<file path="src/sv/dhl_pkg.sv">
package dhl_pkg;

  localparam int FRAME_LEN = 6;
  localparam int POS_W     = $clog2(FRAME_LEN);
  localparam int CMD_LEN   = 5;
  localparam int STEP_W    = $clog2(2 * CMD_LEN);
  localparam int QDEPTH    = 2;
  localparam int QPTR_W    = $clog2(QDEPTH);
  localparam int QCNT_W    = $clog2(QDEPTH + 1);

  localparam logic [7:0] HDR_IN       = 8'h98;
  localparam logic [7:0] HDR_CMD      = 8'hD8;
  localparam logic [7:0] CMD_ID       = 8'h66;
  localparam logic [7:0] RELEASE_CODE = 8'h00;

  localparam logic [2:0] FUNC_DESK    = 3'd0;
  localparam logic [2:0] FUNC_REMOTE  = 3'd1;
  localparam logic [2:0] FUNC_TICK    = 3'd2;
  localparam logic [2:0] FUNC_GOTO    = 3'd3;
  localparam logic [2:0] FUNC_UP_BY   = 3'd4;
  localparam logic [2:0] FUNC_DOWN_BY = 3'd5;
  localparam logic [2:0] FUNC_BUTTON  = 3'd6;

  localparam logic [2:0] CFG_RAW_MIN   = 3'd0;
  localparam logic [2:0] CFG_RAW_MAX   = 3'd1;
  localparam logic [2:0] CFG_BASE      = 3'd2;
  localparam logic [2:0] CFG_STEP      = 3'd3;
  localparam logic [2:0] CFG_TOLERANCE = 3'd4;
  localparam logic [2:0] CFG_UP_MASK   = 3'd5;
  localparam logic [2:0] CFG_DOWN_MASK = 3'd6;

  typedef enum logic [1:0] {
    KIND_BYTE,
    KIND_STATUS,
    KIND_FRAME,
    KIND_FRAME2
  } kind_e;

  // one queued job: everything the back end needs to emit a whole run
  typedef struct packed {
    kind_e       kind;
    logic [7:0]  data;
    logic        remote;
    logic        hnew;
    logic [15:0] height;
    logic        moving;
  } job_t;

endpackage

</file>
<file path="src/sv/dhl_front.sv">
module dhl_front (
  input  logic             clk_i,
  input  logic             rst_ni,
  input  logic             cfg_we_i,
  input  logic [2:0]       cfg_index_i,
  input  logic [15:0]      cfg_data_i,
  input  logic             accept_i,
  input  logic [2:0]       func_i,
  input  logic [7:0]       byte_value_i,
  input  logic [15:0]      amount_i,
  output dhl_pkg::job_t    job_o
);
  import dhl_pkg::*;

  logic [7:0]  raw_min_q, raw_max_q, up_mask_q, down_mask_q;
  logic [15:0] base_q, step_q, tol_q;

  logic [7:0]       frame_q [FRAME_LEN];
  logic [POS_W-1:0] pos_q, pos_d;
  logic [15:0]      height_q, height_d;
  logic             known_q, known_d;
  logic [15:0]      target_q, target_d;
  logic             move_q, move_d;

  logic [7:0]  raw_off;
  logic [23:0] prod;
  logic [24:0] sum;
  logic [15:0] dec_height;
  logic        frame_ok;
  logic [16:0] up_sum;
  logic [15:0] up_target, down_target, diff;
  logic        start;
  logic [15:0] start_target;

  assign raw_off = frame_q[4] - raw_min_q;
  assign prod    = {8'b0, step_q} * {16'b0, raw_off};
  assign sum     = {9'b0, base_q} + {1'b0, prod};
  assign dec_height = (sum[24:16] != 9'b0) ? 16'hFFFF : sum[15:0];

  // sixth byte must repeat the raw code in the fifth
  assign frame_ok = (pos_q == POS_W'(FRAME_LEN - 1)) && (frame_q[0] == HDR_IN) &&
                    (frame_q[1] == HDR_IN) && (frame_q[4] == byte_value_i) &&
                    (frame_q[4] >= raw_min_q) && (frame_q[4] <= raw_max_q);

  assign up_sum      = {1'b0, height_q} + {1'b0, amount_i};
  assign up_target   = up_sum[16] ? 16'hFFFF : up_sum[15:0];
  assign down_target = (amount_i >= height_q) ? 16'h0000 : height_q - amount_i;
  assign diff        = (height_q >= target_q) ? height_q - target_q : target_q - height_q;

  always_comb begin
    pos_d        = pos_q;
    height_d     = height_q;
    known_d      = known_q;
    target_d     = target_q;
    move_d       = move_q;
    start        = 1'b0;
    start_target = amount_i;
    job_o.kind   = KIND_STATUS;
    job_o.data   = 8'h00;
    job_o.remote = 1'b0;
    job_o.hnew   = 1'b0;
    case (func_i)
      FUNC_DESK: begin
        pos_d = (pos_q == POS_W'(FRAME_LEN - 1)) ? '0 : pos_q + 1'b1;
        job_o.kind   = KIND_BYTE;
        job_o.data   = byte_value_i;
        job_o.remote = 1'b1;
        if (frame_ok && (!known_q || dec_height != height_q)) begin
          height_d   = dec_height;
          known_d    = 1'b1;
          job_o.hnew = 1'b1;
        end
      end
      FUNC_REMOTE: begin
        if (!move_q) begin
          job_o.kind = KIND_BYTE;
          job_o.data = byte_value_i;
        end
      end
      FUNC_TICK: begin
        if (move_q) begin
          if (diff <= tol_q) begin
            move_d = 1'b0;
          end else begin
            job_o.kind = KIND_FRAME;
            job_o.data = (height_q < target_q) ? up_mask_q : down_mask_q;
          end
        end
      end
      FUNC_GOTO: begin
        start = 1'b1;
      end
      FUNC_UP_BY: begin
        start        = 1'b1;
        start_target = up_target;
      end
      FUNC_DOWN_BY: begin
        start        = 1'b1;
        start_target = down_target;
      end
      FUNC_BUTTON: begin
        job_o.kind = KIND_FRAME2;
        job_o.data = byte_value_i;
      end
      default: begin
      end
    endcase
    // moves are ignored until a height has been seen
    if (start && known_q) begin
      target_d   = start_target;
      move_d     = 1'b1;
      job_o.kind = KIND_FRAME;
      job_o.data = RELEASE_CODE;
    end
    job_o.height = height_d;
    job_o.moving = move_d;
  end

  always_ff @(posedge clk_i or negedge rst_ni) begin
    if (!rst_ni) begin
      raw_min_q   <= 8'd0;
      raw_max_q   <= 8'd255;
      base_q      <= 16'd0;
      step_q      <= 16'd26;
      tol_q       <= 16'd64;
      up_mask_q   <= 8'd0;
      down_mask_q <= 8'd0;
      pos_q       <= '0;
      height_q    <= 16'd0;
      known_q     <= 1'b0;
      target_q    <= 16'd0;
      move_q      <= 1'b0;
    end else begin
      if (cfg_we_i) begin
        unique case (cfg_index_i)
          CFG_RAW_MIN:   raw_min_q   <= cfg_data_i[7:0];
          CFG_RAW_MAX:   raw_max_q   <= cfg_data_i[7:0];
          CFG_BASE:      base_q      <= cfg_data_i;
          CFG_STEP:      step_q      <= cfg_data_i;
          CFG_TOLERANCE: tol_q       <= cfg_data_i;
          CFG_UP_MASK:   up_mask_q   <= cfg_data_i[7:0];
          CFG_DOWN_MASK: down_mask_q <= cfg_data_i[7:0];
          default: begin
          end
        endcase
      end
      if (accept_i) begin
        pos_q    <= pos_d;
        height_q <= height_d;
        known_q  <= known_d;
        target_q <= target_d;
        move_q   <= move_d;
      end
    end
  end

  always_ff @(posedge clk_i) begin
    if (accept_i && func_i == FUNC_DESK) begin
      frame_q[pos_q] <= byte_value_i;
    end
  end

endmodule

</file>
<file path="src/sv/dhl_queue.sv">
module dhl_queue (
  input  logic          clk_i,
  input  logic          rst_ni,
  input  logic          push_i,
  input  dhl_pkg::job_t job_i,
  output logic          full_o,
  output logic          valid_o,
  input  logic          pop_i,
  output dhl_pkg::job_t job_o
);
  import dhl_pkg::*;

  job_t              mem_q [QDEPTH];
  logic [QPTR_W-1:0] wr_q, rd_q;
  logic [QCNT_W-1:0] cnt_q;

  assign full_o  = (cnt_q == QCNT_W'(QDEPTH));
  assign valid_o = (cnt_q != '0);
  assign job_o   = mem_q[rd_q];

  always_ff @(posedge clk_i or negedge rst_ni) begin
    if (!rst_ni) begin
      wr_q  <= '0;
      rd_q  <= '0;
      cnt_q <= '0;
    end else begin
      if (push_i) begin
        wr_q <= (wr_q == QPTR_W'(QDEPTH - 1)) ? '0 : wr_q + 1'b1;
      end
      if (pop_i) begin
        rd_q <= (rd_q == QPTR_W'(QDEPTH - 1)) ? '0 : rd_q + 1'b1;
      end
      if (push_i && !pop_i) begin
        cnt_q <= cnt_q + 1'b1;
      end else if (pop_i && !push_i) begin
        cnt_q <= cnt_q - 1'b1;
      end
    end
  end

  always_ff @(posedge clk_i) begin
    if (push_i) begin
      mem_q[wr_q] <= job_i;
    end
  end

endmodule

</file>
<file path="src/sv/dhl_back.sv">
module dhl_back (
  input  logic          clk_i,
  input  logic          rst_ni,
  input  logic          job_valid_i,
  input  dhl_pkg::job_t job_i,
  output logic          pop_o,
  output logic          res_valid_o,
  input  logic          res_stall_i,
  output logic          out_valid_o,
  output logic [7:0]    out_byte_o,
  output logic          to_remote_o,
  output logic          height_new_o,
  output logic [15:0]   height_value_o,
  output logic          moving_o,
  output logic          last_of_run_o
);
  import dhl_pkg::*;

  logic [STEP_W-1:0] step_q;
  logic              res_valid_q;
  logic              load, last;
  logic              second;
  logic [STEP_W-1:0] pos;
  logic [7:0]        code, frame_byte;
  logic              b_valid, b_remote, b_hnew;
  logic [7:0]        b_byte;

  assign load = job_valid_i && (!res_valid_q || !res_stall_i);

  // position inside the current five-byte command frame
  assign second = (step_q >= STEP_W'(CMD_LEN));
  assign pos    = second ? step_q - STEP_W'(CMD_LEN) : step_q;
  assign code   = (job_i.kind == KIND_FRAME2 && !second) ? RELEASE_CODE : job_i.data;

  always_comb begin
    if (pos < STEP_W'(2)) begin
      frame_byte = HDR_CMD;
    end else if (pos == STEP_W'(2)) begin
      frame_byte = CMD_ID;
    end else begin
      frame_byte = code;
    end
  end

  always_comb begin
    b_valid  = 1'b1;
    b_byte   = frame_byte;
    b_remote = 1'b0;
    b_hnew   = 1'b0;
    last     = 1'b1;
    unique case (job_i.kind)
      KIND_BYTE: begin
        b_byte   = job_i.data;
        b_remote = job_i.remote;
        b_hnew   = job_i.hnew;
      end
      KIND_STATUS: begin
        b_valid = 1'b0;
        b_byte  = 8'h00;
      end
      KIND_FRAME: begin
        last = (step_q == STEP_W'(CMD_LEN - 1));
      end
      KIND_FRAME2: begin
        last = (step_q == STEP_W'(2 * CMD_LEN - 1));
      end
    endcase
  end

  assign pop_o       = load && last;
  assign res_valid_o = res_valid_q;

  always_ff @(posedge clk_i or negedge rst_ni) begin
    if (!rst_ni) begin
      step_q      <= '0;
      res_valid_q <= 1'b0;
    end else begin
      if (load) begin
        res_valid_q <= 1'b1;
        step_q      <= last ? '0 : step_q + 1'b1;
      end else if (!res_stall_i) begin
        res_valid_q <= 1'b0;
      end
    end
  end

  always_ff @(posedge clk_i) begin
    if (load) begin
      out_valid_o    <= b_valid;
      out_byte_o     <= b_byte;
      to_remote_o    <= b_remote;
      height_new_o   <= b_hnew;
      height_value_o <= job_i.height;
      moving_o       <= job_i.moving;
      last_of_run_o  <= last;
    end
  end

endmodule

</file>
<file path="src/sv/desk_height_link_controller.sv">
// an accepted item is written into the job queue, and the back end registers each of its results
// throughput: one item per cycle while the two-entry job queue has room
// each item emits 1, 5 or 10 results from the back-end byte sequencer, one per cycle
// while res_stall_i is low, so the number of results depends on the command
// reset: rst_ni is asynchronous active low; clears link state, the queue and result valid,
// and loads the register defaults; frame bytes and result data are not cleared
module desk_height_link_controller (
  input  logic        clk_i,
  input  logic        rst_ni,
  input  logic        cfg_valid_i,
  output logic        cfg_ready_o,
  input  logic [2:0]  cfg_index_i,
  input  logic [15:0] cfg_data_i,
  input  logic        in_valid_i,
  output logic        in_stall_o,
  input  logic [2:0]  func_i,
  input  logic [7:0]  byte_value_i,
  input  logic [15:0] amount_i,
  output logic        res_valid_o,
  input  logic        res_stall_i,
  output logic        out_valid_o,
  output logic [7:0]  out_byte_o,
  output logic        to_remote_o,
  output logic        height_new_o,
  output logic [15:0] height_value_o,
  output logic        moving_o,
  output logic        last_of_run_o
);
  import dhl_pkg::*;

  job_t front_job, head_job;
  logic q_full, q_valid, q_pop, accept;

  assign cfg_ready_o = 1'b1;
  assign in_stall_o  = q_full;
  assign accept      = in_valid_i && !q_full;

  dhl_front u_front (
    .clk_i        (clk_i),
    .rst_ni       (rst_ni),
    .cfg_we_i     (cfg_valid_i),
    .cfg_index_i  (cfg_index_i),
    .cfg_data_i   (cfg_data_i),
    .accept_i     (accept),
    .func_i       (func_i),
    .byte_value_i (byte_value_i),
    .amount_i     (amount_i),
    .job_o        (front_job)
  );

  dhl_queue u_queue (
    .clk_i   (clk_i),
    .rst_ni  (rst_ni),
    .push_i  (accept),
    .job_i   (front_job),
    .full_o  (q_full),
    .valid_o (q_valid),
    .pop_i   (q_pop),
    .job_o   (head_job)
  );

  dhl_back u_back (
    .clk_i          (clk_i),
    .rst_ni         (rst_ni),
    .job_valid_i    (q_valid),
    .job_i          (head_job),
    .pop_o          (q_pop),
    .res_valid_o    (res_valid_o),
    .res_stall_i    (res_stall_i),
    .out_valid_o    (out_valid_o),
    .out_byte_o     (out_byte_o),
    .to_remote_o    (to_remote_o),
    .height_new_o   (height_new_o),
    .height_value_o (height_value_o),
    .moving_o       (moving_o),
    .last_of_run_o  (last_of_run_o)
  );

endmodule

</file>
<file path="config.mk">
export PLATFORM = sky130hd
export DESIGN_NAME = desk_height_link_controller
export DESIGN_NICKNAME = d
export VERILOG_FILES = /design/src/sv/dhl_pkg.sv /design/src/sv/dhl_front.sv /design/src/sv/dhl_queue.sv /design/src/sv/dhl_back.sv /design/src/sv/desk_height_link_controller.sv
export SDC_FILE = /design/constraint.sdc
export NUM_CORES = 1
export LEC_CHECK = 0
export BUFFER_PORTS_ARGS = -buffer_cell sky130_fd_sc_hd__buf_2
export CAP_MARGIN = 40
export CORE_ASPECT_RATIO = 1.1
export CORE_UTILIZATION = 57
export DETAILED_ROUTE_END_ITERATION = 8
export GPL_TIMING_DRIVEN = 0
export PLACE_DENSITY = 0.85
export SETUP_SLACK_MARGIN = 0.05
export SLEW_MARGIN = 5
export SYNTH_ARGS = -nofsm -noshare
export SYNTH_HDL_FRONTEND = slang
export SYNTH_SLANG_ARGS = --single-unit
</file>
<file path="constraint.sdc">
create_clock -name clk_i -period 7.6 [get_ports clk_i]
set_input_delay 0.38 -clock clk_i [delete_from_list [all_inputs] [get_ports clk_i]]
set_output_delay 0.38 -clock clk_i [all_outputs]
set_load 0.02 [all_outputs]
</file>
==> metrics.txt, run 1 <==
first-pass GRT wire length=78,700 um; routed wl met3=3820 um; maximum clock path buffer count=3; number of enable-type register cells in the synthesized netlist=111; Tightest Pin Transition=1100 ps; Setup crit start kind=flop; post-synthesis cell area=18,700 sq um; total track usage=0.297; x dimension of the die=175 um; CTS tree=done; Final nets=2,344; initial antenna violation count=0; number of buffers added by the clock tree synthesis step=26; vertical extent of the die=192 um; placeable core region=32,300 sq um; number of DRC markers in iteration 0=1,338; Maximum Capacitance Violations=0; Vias per Instance=6.04; Critical Path Max Stage Delay=560 ps; total die area=33,500 sq um; worst clock skew=17.1 ps; total detailed-routing wirelength=51,300 um; CP required=7890 ps; maximum fanout along the worst path=6; share of post-route cells with drive strength above 1=0.183; Ys Warns=0; crit path capture type=flop; setup repair after global routing missed its margin=yes; Remaining Overflow, GRT=0; top-level port count=83; clk root buf=clkbuf_16; first-pass detailed-route iteration total=6; Diodes inserted=0; layout overhead on the synthesized area=15.8%; number of fill cells in the layout=2,295; Slowest cell on crit path=fa_1; net count of the mapped netlist=2,183; Final min period=8280 ps; total count of max-transition violations in the final report=0; number of standard cells in the layout, taps in and fillers out=2,486; Most common cell on crit path=fa_1; final setup violation count=50; main flop type after synthesis=dfrtp_1; DRT antenna net count=0; largest net degree at the start of global routing=82; Skew-Pair Late Insertion Delay=550 ps; CTS H-tree lvls=1; clock slew at reported path FFs=70 ps; DR DRC count=0; fmax=121 MHz; minimum setup slack in the final design=-675 ps; Highest Signal Layer=met4; Avg Synthesized Cell Area=9.94 sq um; Arrival @ worst endpoint=8570 ps; hpwl dp=35,800 um; number of vias after detailed routing=15,005; starting utilization of the core area=0.579; Min-Delay Path Class=in2reg; run status=finished, violations left; fraction of the yosys area taken by sequential cells=0.348; FP Rows=69; worst relative slew slack=0.267; cell count after synthesis=1,879; clock sinks=237; critical path start-end classification=reg2reg; number of placed instances, taps included=2,390; final count of hold timing violations=0; final critical-path share of the clock period=1.09; Design Area, Final=21,600 sq um; area of placed instances=19,900 sq um; count of unique library cells instantiated by Yosys=80; via count of the first global-routing pass=14,952; Routed WL per cell=20.6 um; placer's final routability congestion estimate=0.932; synthesis-stage register bit count=237; number of input and output port buffers inserted=79; failing checks=setup timing; share of flip-flops with an asynchronous set or reset=0.532; routed length on met1=19,800 um; Met2 Routed Length=25,000 um
-- critical path, delay by kind of cell, from the launching register on --
family	cells	cell delay, ps
AO/OA/AOI/OAI	9	1650
adder cells (fa/ha/maj)	7	2770
AND/OR/NAND/NOR	8	1340
buffers and inverters	11	1290
flip-flops	1	430
multiplexers	1	370
XOR/XNOR	1	120
-- cell usage after synthesis (5+ instances only) --
library cell    n  area, sq um
and4_1          5         43.8
a21oi_1       105          526
nand2_1       173          649
edfxtp_1      111         3330
nor4_1          5         31.3
and3_1          9         56.3
nor2b_1        15         93.8
o31ai_1         6         45.0
a211oi_1       19          143
nand2b_1       36          225
clkbuf_1       50          188
dfrtp_1       114         2850
o22ai_1        10         62.6
mux2_2         73          822
nand4_1        11         68.8
a21o_1         35          263
mux2_4         19          285
a31oi_1         9         56.3
and2_1         86          538
nor2_1         46          173
or3_1           6         37.5
xor2_1         25          219
ha_1          148         1850
fa_1          105         2100
mux2i_1        30          300
xnor2_1        46          403
or2_2           5         31.3
dfstp_2        12          315
nand3_1        26          130
o21bai_1       15          113
o21a_1         14          105
nor3_1         35          175
inv_1         258          968
a21boi_0        5         37.5
o21ai_0       127          636
-- layout by cell type, fill, tap and decap left out, drive strengths merged, types with 14 or more instances in the layout --
master / count
xor2: 25
o21a: 14
buf: 140
and2: 86
a21o: 35
clkbuf: 80
fa: 105
mux2: 92
a211oi: 19
mux2i: 30
a21oi: 106
nand3: 26
nor2b: 15
nor2: 46
o21ai: 129
dfrtp: 114
inv: 261
edfxtp: 111
nand2: 173
ha: 148
xnor2: 46
nor3: 35
nand2b: 36
o21bai: 15
-- kinds of logic (layout without fill, tap and decap cells) --
| family | after synthesis | count (layout) | synth area share |
|---|---|---|---|
| buffers and inverters | 315 | 496 | 0.0654 |
| DFF | 237 | 237 | 0.348 |
| xor gates and xnor gates | 71 | 71 | 0.0333 |
| other | 1 | 1 | 0.000201 |
| AOI/OAI and AO/OA | 399 | 399 | 0.134 |
| and+or+nand+nor | 481 | 481 | 0.132 |
| adders and majority gates | 253 | 253 | 0.212 |
| muxes | 122 | 122 | 0.0754 |
-- what timing repair did --
action | CTS | global route
setup endpoints to repair | 50 | 50
endpoints found under the hold margin | 44 | 0
pin swaps | 24 | 35
gates cloned | 3 | 1
setup buffers | 29 | 15
resized for setup | 49 | 55
hold buffers | 1 | 0
-- metrics by stage --
stage | setup TNS (ps) | hold slack (ps) | setup slack, ps | util
detailed placement | -58710 | 359 | -1310 | 0.616
CTS | -20730 | 52.4 | -463 | 0.660
global route | -38890 | 74.7 | -817 | 0.670
finish | -30970 | 52.0 | -675 | 0.670
floorplan | 0 | 84.4 | 54.8 | -
global placement | -52780 | 464 | -1170 | 0.613
-- final cells by class --
class | instances | area (sq um) | area share
Clock buffer | 31 | 679 | 0.0314
Clock inverter | 17 | 215 | 0.00995
Buffer | 56 | 280 | 0.0130
Sequential cell | 237 | 6500 | 0.300
Multi-Input combinational cell | 1327 | 11500 | 0.532
Inverter | 258 | 968 | 0.0448
Tap cell | 426 | 533 | 0.0246
Timing Repair Buffer | 134 | 951 | 0.0439
-- worst paths after layout --
path	slack [ps]	cells after the start	start	endpoint
worst max-delay path	-680	37	u_front.frame_q[4][0]$_DFFE_PP_	u_queue.mem_q[0][16]$_DFFE_PP_
worst min-delay path	50	3	res_stall_i	u_back.res_valid_o$_DFFE_PN0P_
worst max register to register	-680	37	u_front.frame_q[4][0]$_DFFE_PP_	u_queue.mem_q[0][16]$_DFFE_PP_
worst min register to register	480	2	u_back.res_valid_o$_DFFE_PN0P_	u_back.res_valid_o$_DFFE_PN0P_
max in group asynchronous	6410	3	rst_ni	u_front.raw_max_q[7]$_DFFE_PN1P_
min in group asynchronous	360	2	rst_ni	u_front.target_q[13]$_DFFE_PN0P_
-- layer usage --
metal	GRT usage	vias up
met5	0	-
met4	0.121	0
met3	0.0366	186
met2	0.518	727
met1	0.375	7341
li1	-	6751
-- registers in the layout (all words and copies together), names as in the netlist, 2 cells and up --
register	flops
u_queue.cnt_q	2
u_front.target_q	16
u_front.step_q	16
u_queue.mem_q	58
u_back.step_q	4
u_front.tol_q	16
u_front.raw_max_q	8
u_back.out_byte_o	8
u_front.base_q	16
u_front.pos_q	3
u_front.height_q	16
u_front.down_mask_q	8
u_front.frame_q	24
u_front.raw_min_q	8
u_back.height_value_o	16
u_front.up_mask_q	8
Power of run 1 is not shown: default switching activity piles up to over one toggle a cycle in this logic, so the estimate is an artifact.
==> run 2: changes to the inputs <==
==> constraint.sdc (replaced) <==
create_clock -name clk_i -period 7.6 [get_ports clk_i]
set_input_delay 1.14 -clock clk_i [delete_from_list [all_inputs] [get_ports clk_i]]
set_output_delay 1.14 -clock clk_i [all_outputs]
set_load 0.02 [all_outputs]
==> metrics.txt, run 2 (same netlist as run 1, synthesis figures left out) <==
run status=finished, violations left; failing checks=setup timing; Setup crit start kind=flop; number of DRC markers in iteration 0=1,446 (+8.1%); total detailed-routing wirelength=51,300 um (about the same); via count of the first global-routing pass=14,944 (-0.054%); final critical-path share of the clock period=1.09 (+0.00227); crit path capture type=flop; DRT antenna net count=0 (unchanged); reg2reg start=u_front.frame_q[4][0]$_DFFE_PP_; largest net degree at the start of global routing=82 (unchanged); clk root buf=clkbuf_16; Routed WL per cell=20.6 um (about the same); placeable core region=32,300 sq um (unchanged); number of buffers added by the clock tree synthesis step=26 (unchanged); placer's final routability congestion estimate=0.932 (unchanged); critical path start-end classification=reg2reg; worst clock skew=17.7 ps (+0.555 ps); Slowest cell on crit path=fa_1; Maximum Capacitance Violations=0 (unchanged); maximum clock path buffer count=3 (unchanged); Remaining Overflow, GRT=0 (unchanged); hpwl dp=35,800 um (unchanged); largest register by flop count=u_queue.mem_q; worst-case reg-to-reg path depth=37 (unchanged); clock sinks=237 (unchanged); Critical Path Max Stage Delay=560 ps (about the same); final setup violation count=50 (unchanged); x dimension of the die=175 um (unchanged); number of input and output port buffers inserted=79 (unchanged); setup repair after global routing missed its margin=yes; minimum setup slack in the final design=-692 ps (-17.2 ps); number of hold buffers added after cts=0 (-1); Most common cell on crit path=fa_1; CTS tree=done; total die area=33,500 sq um (unchanged); Final nets=2,343 (-0.043%); source of the worst hold timing path=u_back.res_valid_o$_DFFE_PN0P_; Worst R2R Setup Slack=-690 ps (-20 ps); number of placed instances, taps included=2,390 (unchanged); Min-Delay Endpoint=u_back.res_valid_o$_DFFE_PN0P_; Skew-Pair Late Insertion Delay=560 ps (about the same); number of standard cells in the layout, taps in and fillers out=2,485 (-0.040%); RR Endpoint=u_queue.mem_q[0][16]$_DFFE_PP_; most frequent cells in the layout=inv_1 (251), nand2_1 (169), ha_1 (133); Diodes inserted=0 (unchanged); DR DRC count=0 (unchanged); Tightest Pin Transition=1120 ps (+18.3 ps); layout overhead on the synthesized area=15.8% (about the same); Final min period=8290 ps (+17.2 ps); Arrival @ worst endpoint=8580 ps (about the same); FP Rows=69 (unchanged); fmax=121 MHz (-0.21%); Min-Delay Path Class=reg2reg; maximum fanout along the worst path=6 (unchanged); CP required=7890 ps (about the same); top-level port count=83 (unchanged); first-pass detailed-route iteration total=6 (unchanged); starting utilization of the core area=0.579 (unchanged); most common cell after layout, fill and taps aside=inv_1; Vias per Instance=6.05 (+0.16%); clock slew at reported path FFs=70 ps (about the same); number of fill cells in the layout=2,295 (unchanged); total count of max-transition violations in the final report=0 (unchanged); vertical extent of the die=192 um (unchanged); initial antenna violation count=0 (unchanged); category of cells accounting for the largest share of critical-path delay=adder cells; Bufs and invs on worst path=11 (unchanged); number of vias after detailed routing=15,023 (+0.12%); depth of the worst hold-timing path=2 (-1); total track usage=0.297 (about the same); worst relative slew slack=0.255 (-0.0122); first-pass GRT wire length=78,700 um (about the same); share of post-route cells with drive strength above 1=0.183 (about the same); CTS H-tree lvls=1 (unchanged); Largest register FFs=58 (unchanged); final count of hold timing violations=0 (unchanged); Regs by FF count=u_queue.mem_q x58, u_front.frame_q x24
-- run 2: worst max path at each step --
stage                                          startpoint                        endpoint  cells after the start  slack (ps)
after floorplan           u_front.frame_q[4][0]$_DFFE_PP_  u_queue.mem_q[0][10]$_DFFE_PP_                     32          50
after global placement    u_front.frame_q[4][1]$_DFFE_PP_  u_queue.mem_q[0][11]$_DFFE_PP_                     30       -1170
after detailed placement  u_front.frame_q[4][1]$_DFFE_PP_   u_queue.mem_q[1][7]$_DFFE_PP_                     30       -1310
after CTS                 u_front.frame_q[4][1]$_DFFE_PP_   u_queue.mem_q[0][9]$_DFFE_PP_                     32        -460
after global routing      u_front.frame_q[4][1]$_DFFE_PP_  u_queue.mem_q[0][15]$_DFFE_PP_                     33        -820
final                     u_front.frame_q[4][0]$_DFFE_PP_  u_queue.mem_q[0][16]$_DFFE_PP_                     37        -690
-- run 2: area by class of cell --
cell class,count,area [sq um],area share
multi-input cells,1327,11500,0.532
clock buffers,31,679,0.0314
flip-flops and latches,237,6500,0.301
plain buffers,56,280,0.0130
inverters,258,968,0.0448
repair buffers,133,941,0.0435
clock inverters,17,215,0.00995
well taps,426,533,0.0246
-- run 2: timing repair --
item	CTS	global route
pin swaps	24	35
gates resized for setup	49	55
endpoints found under the hold margin	0	0
gates cloned	3	1
endpoints found under the setup margin	50	50
buffers inserted	29	15
-- run 2: worst reg2reg max path, delay by kind of cell (launching register included) --
kind | cells | cell delay, ps
compound gates | 9 | 1660
mux | 1 | 370
flops | 1 | 430
fa+ha+maj | 7 | 2780
simple gates | 8 | 1340
xor+xnor | 1 | 120
buf+inv | 11 | 1300
-- run 2: metrics by stage --
step	setup WS [ps]	setup TNS [ps]	area (sq um)	util	hold slack, ps
4_1_cts	-463	-20730	21300	0.660	491
6_report	-692	-31820	21600	0.670	484
3_3_place_gp	-1170	-52780	19800	0.613	464
3_5_place_dp	-1310	-58710	19900	0.616	478
5_1_grt	-817	-38890	21600	0.670	523
2_1_floorplan	54.8	0	18900	-	461
-- run 2: layer usage --
layer | vias to the layer above | GRT usage | share of wire
li1 | 6750 | - | -
met1 | 7312 | 0.374 | 0.39
met2 | 750 | 0.518 | 0.48
met3 | 211 | 0.0368 | 0.073
met4 | 0 | 0.121 | 0.055
met5 | - | 0 | 0
Power of run 2 is left out for the same reason.
==> run 3: changes to the inputs <==
RECOVER_POWER = 50   (was unset)
==> metrics.txt, run 3 (same netlist as run 1, synthesis figures left out) <==
DRT antenna net count=0 (unchanged); final critical-path share of the clock period=1.09 (-0.00248); total count of max-transition violations in the final report=129 (+129); number of input and output port buffers inserted=79 (unchanged); Most common cell on crit path=fa_1; total track usage=0.297 (unchanged); Tightest Pin Transition=4430 ps (+3310 ps); total detailed-routing wirelength=51,300 um (about the same); run status=finished, violations left; clock sinks=237 (unchanged); number of fill cells in the layout=2,310 (+0.65%); critical path start-end classification=reg2reg; first-pass detailed-route iteration total=6 (unchanged); final setup violation count=50 (unchanged); CTS H-tree lvls=1 (unchanged); worst relative slew slack=-1.95 (-2.21); worst clock skew=17.9 ps (+0.223 ps); Min-Delay Endpoint=u_back.res_valid_o$_DFFE_PN0P_; hpwl dp=35,800 um (unchanged); fmax=121 MHz (+0.23%); Slowest cell on crit path=fa_1; category of cells accounting for the largest share of critical-path delay=adder cells; maximum fanout along the worst path=6 (unchanged); Routed WL per cell=20.6 um (about the same); Setup crit start kind=flop; FP Rows=69 (unchanged); Bufs and invs on worst path=11 (unchanged); number of DRC markers in iteration 0=1,416 (-2.1%); Vias per Instance=6.03 (-0.23%); depth of the worst hold-timing path=2 (unchanged); number of buffers added by the clock tree synthesis step=26 (unchanged); share of post-route cells with drive strength above 1=0.176 (-0.00729); Critical Path Max Stage Delay=560 ps (about the same); minimum setup slack in the final design=-674 ps (+18.9 ps); Regs by FF count=u_queue.mem_q x58, u_front.frame_q x24; Final nets=2,343 (unchanged); Maximum Capacitance Violations=2 (+2); failing checks=capacitance limit, slew limit, setup timing; total die area=33,500 sq um (unchanged); top-level port count=83 (unchanged); utilization after layout=0.668 (-0.00170); initial antenna violation count=0 (unchanged); via count of the first global-routing pass=14,944 (unchanged); number of vias after detailed routing=14,988 (-0.23%); first-pass GRT wire length=78,700 um (unchanged); most common cell after layout, fill and taps aside=inv_1; vertical extent of the die=192 um (unchanged); layout overhead on the synthesized area=15.5%; reg2reg start=u_front.frame_q[4][0]$_DFFE_PP_; Remaining Overflow, GRT=0 (unchanged); RR Endpoint=u_queue.mem_q[0][16]$_DFFE_PP_; Final min period=8270 ps (-18.9 ps); Worst R2R Setup Slack=-670 ps (+20 ps); placer's final routability congestion estimate=0.932 (unchanged); number of standard cells in the layout, taps in and fillers out=2,485 (unchanged); crit path capture type=flop; Diodes inserted=0 (unchanged); number of placed instances, taps included=2,390 (unchanged); worst-case reg-to-reg path depth=37 (unchanged); DR DRC count=0 (unchanged); source of the worst hold timing path=u_back.res_valid_o$_DFFE_PN0P_; Setup Total Neg Slack=-30,770 ps (+1050 ps); clock slew at reported path FFs=70 ps (about the same); largest net degree at the start of global routing=82 (unchanged); placeable core region=32,300 sq um (unchanged); x dimension of the die=175 um (unchanged); Skew-Pair Late Insertion Delay=550 ps (about the same); setup repair after global routing missed its margin=yes; maximum clock path buffer count=3 (unchanged); Arrival @ worst endpoint=8560 ps (-20 ps); hold slack final=485 ps (+0.437 ps); Min-Delay Path Class=reg2reg; clk root buf=clkbuf_16; final count of hold timing violations=0 (unchanged); CTS tree=done; CP required=7890 ps (about the same); Largest register FFs=58 (unchanged); largest register by flop count=u_queue.mem_q; starting utilization of the core area=0.579 (unchanged); most frequent cells in the layout=inv_1 (251), nand2_1 (169), ha_1 (133)
## run 3: cell count changes in the layout (fill, tap and decap cells not counted), sizes merged
cell    change
buf        -13
clkbuf     +13
## run 3: cell type report
| cell class | instances | area (sq um) | area share |
|---|---|---|---|
| clock buffer | 31 | 679 | 0.0315 |
| sequential | 237 | 6500 | 0.301 |
| tap | 426 | 533 | 0.0247 |
| multi-input combinational | 1327 | 11500 | 0.533 |
| buffer | 56 | 280 | 0.0130 |
| inverter | 258 | 968 | 0.0449 |
| clock inverter | 17 | 215 | 0.00998 |
| timing repair buffer | 133 | 886 | 0.0411 |
## run 3: worst max path at each step
stage                                    start                             end  slack, ps  cells after the start
4_1_cts        u_front.frame_q[4][1]$_DFFE_PP_   u_queue.mem_q[0][9]$_DFFE_PP_       -460                     32
3_3_place_gp   u_front.frame_q[4][1]$_DFFE_PP_  u_queue.mem_q[0][11]$_DFFE_PP_      -1170                     30
6_report       u_front.frame_q[4][0]$_DFFE_PP_  u_queue.mem_q[0][16]$_DFFE_PP_       -670                     37
2_1_floorplan  u_front.frame_q[4][0]$_DFFE_PP_  u_queue.mem_q[0][10]$_DFFE_PP_         50                     32
3_5_place_dp   u_front.frame_q[4][1]$_DFFE_PP_   u_queue.mem_q[1][7]$_DFFE_PP_      -1310                     30
5_1_grt        u_front.frame_q[4][1]$_DFFE_PP_  u_queue.mem_q[0][15]$_DFFE_PP_       -820                     33
## run 3: per-stage QoR
step / instance area (sq um) / setup WS [ps]
detailed placement: 19900 / -1310
global route: 21600 / -817
floorplan: 18900 / 54.8
CTS: 21300 / -463
global placement: 19800 / -1170
finish: 21600 / -674
## run 3: worst register-to-register path: cells and delay by family (launching register included)
family,cells,cell delay [ps]
XOR/XNOR,1,120
flip-flops,1,430
adder cells (fa/ha/maj),7,2790
buffers and inverters,11,1290
AO/OA/AOI/OAI,9,1650
multiplexers,1,370
AND/OR/NAND/NOR,8,1340
## run 3: what timing repair did
| action | 4_1_cts | 5_1_grt |
|---|---|---|
| pin swaps | 24 | 35 |
| gates resized for setup | 49 | 55 |
| gates cloned | 3 | 1 |
| setup buffers | 29 | 15 |
| hold buffers | 0 | 0 |
| setup endpoints to repair | 50 | 50 |
## run 3: per-layer routing
layer	wire, um	track usage
met5	0	0
met4	2770	0.121
met3	3920	0.0368
met2	24800	0.518
met1	19800	0.374
Power of run 3 is left out for the same reason.
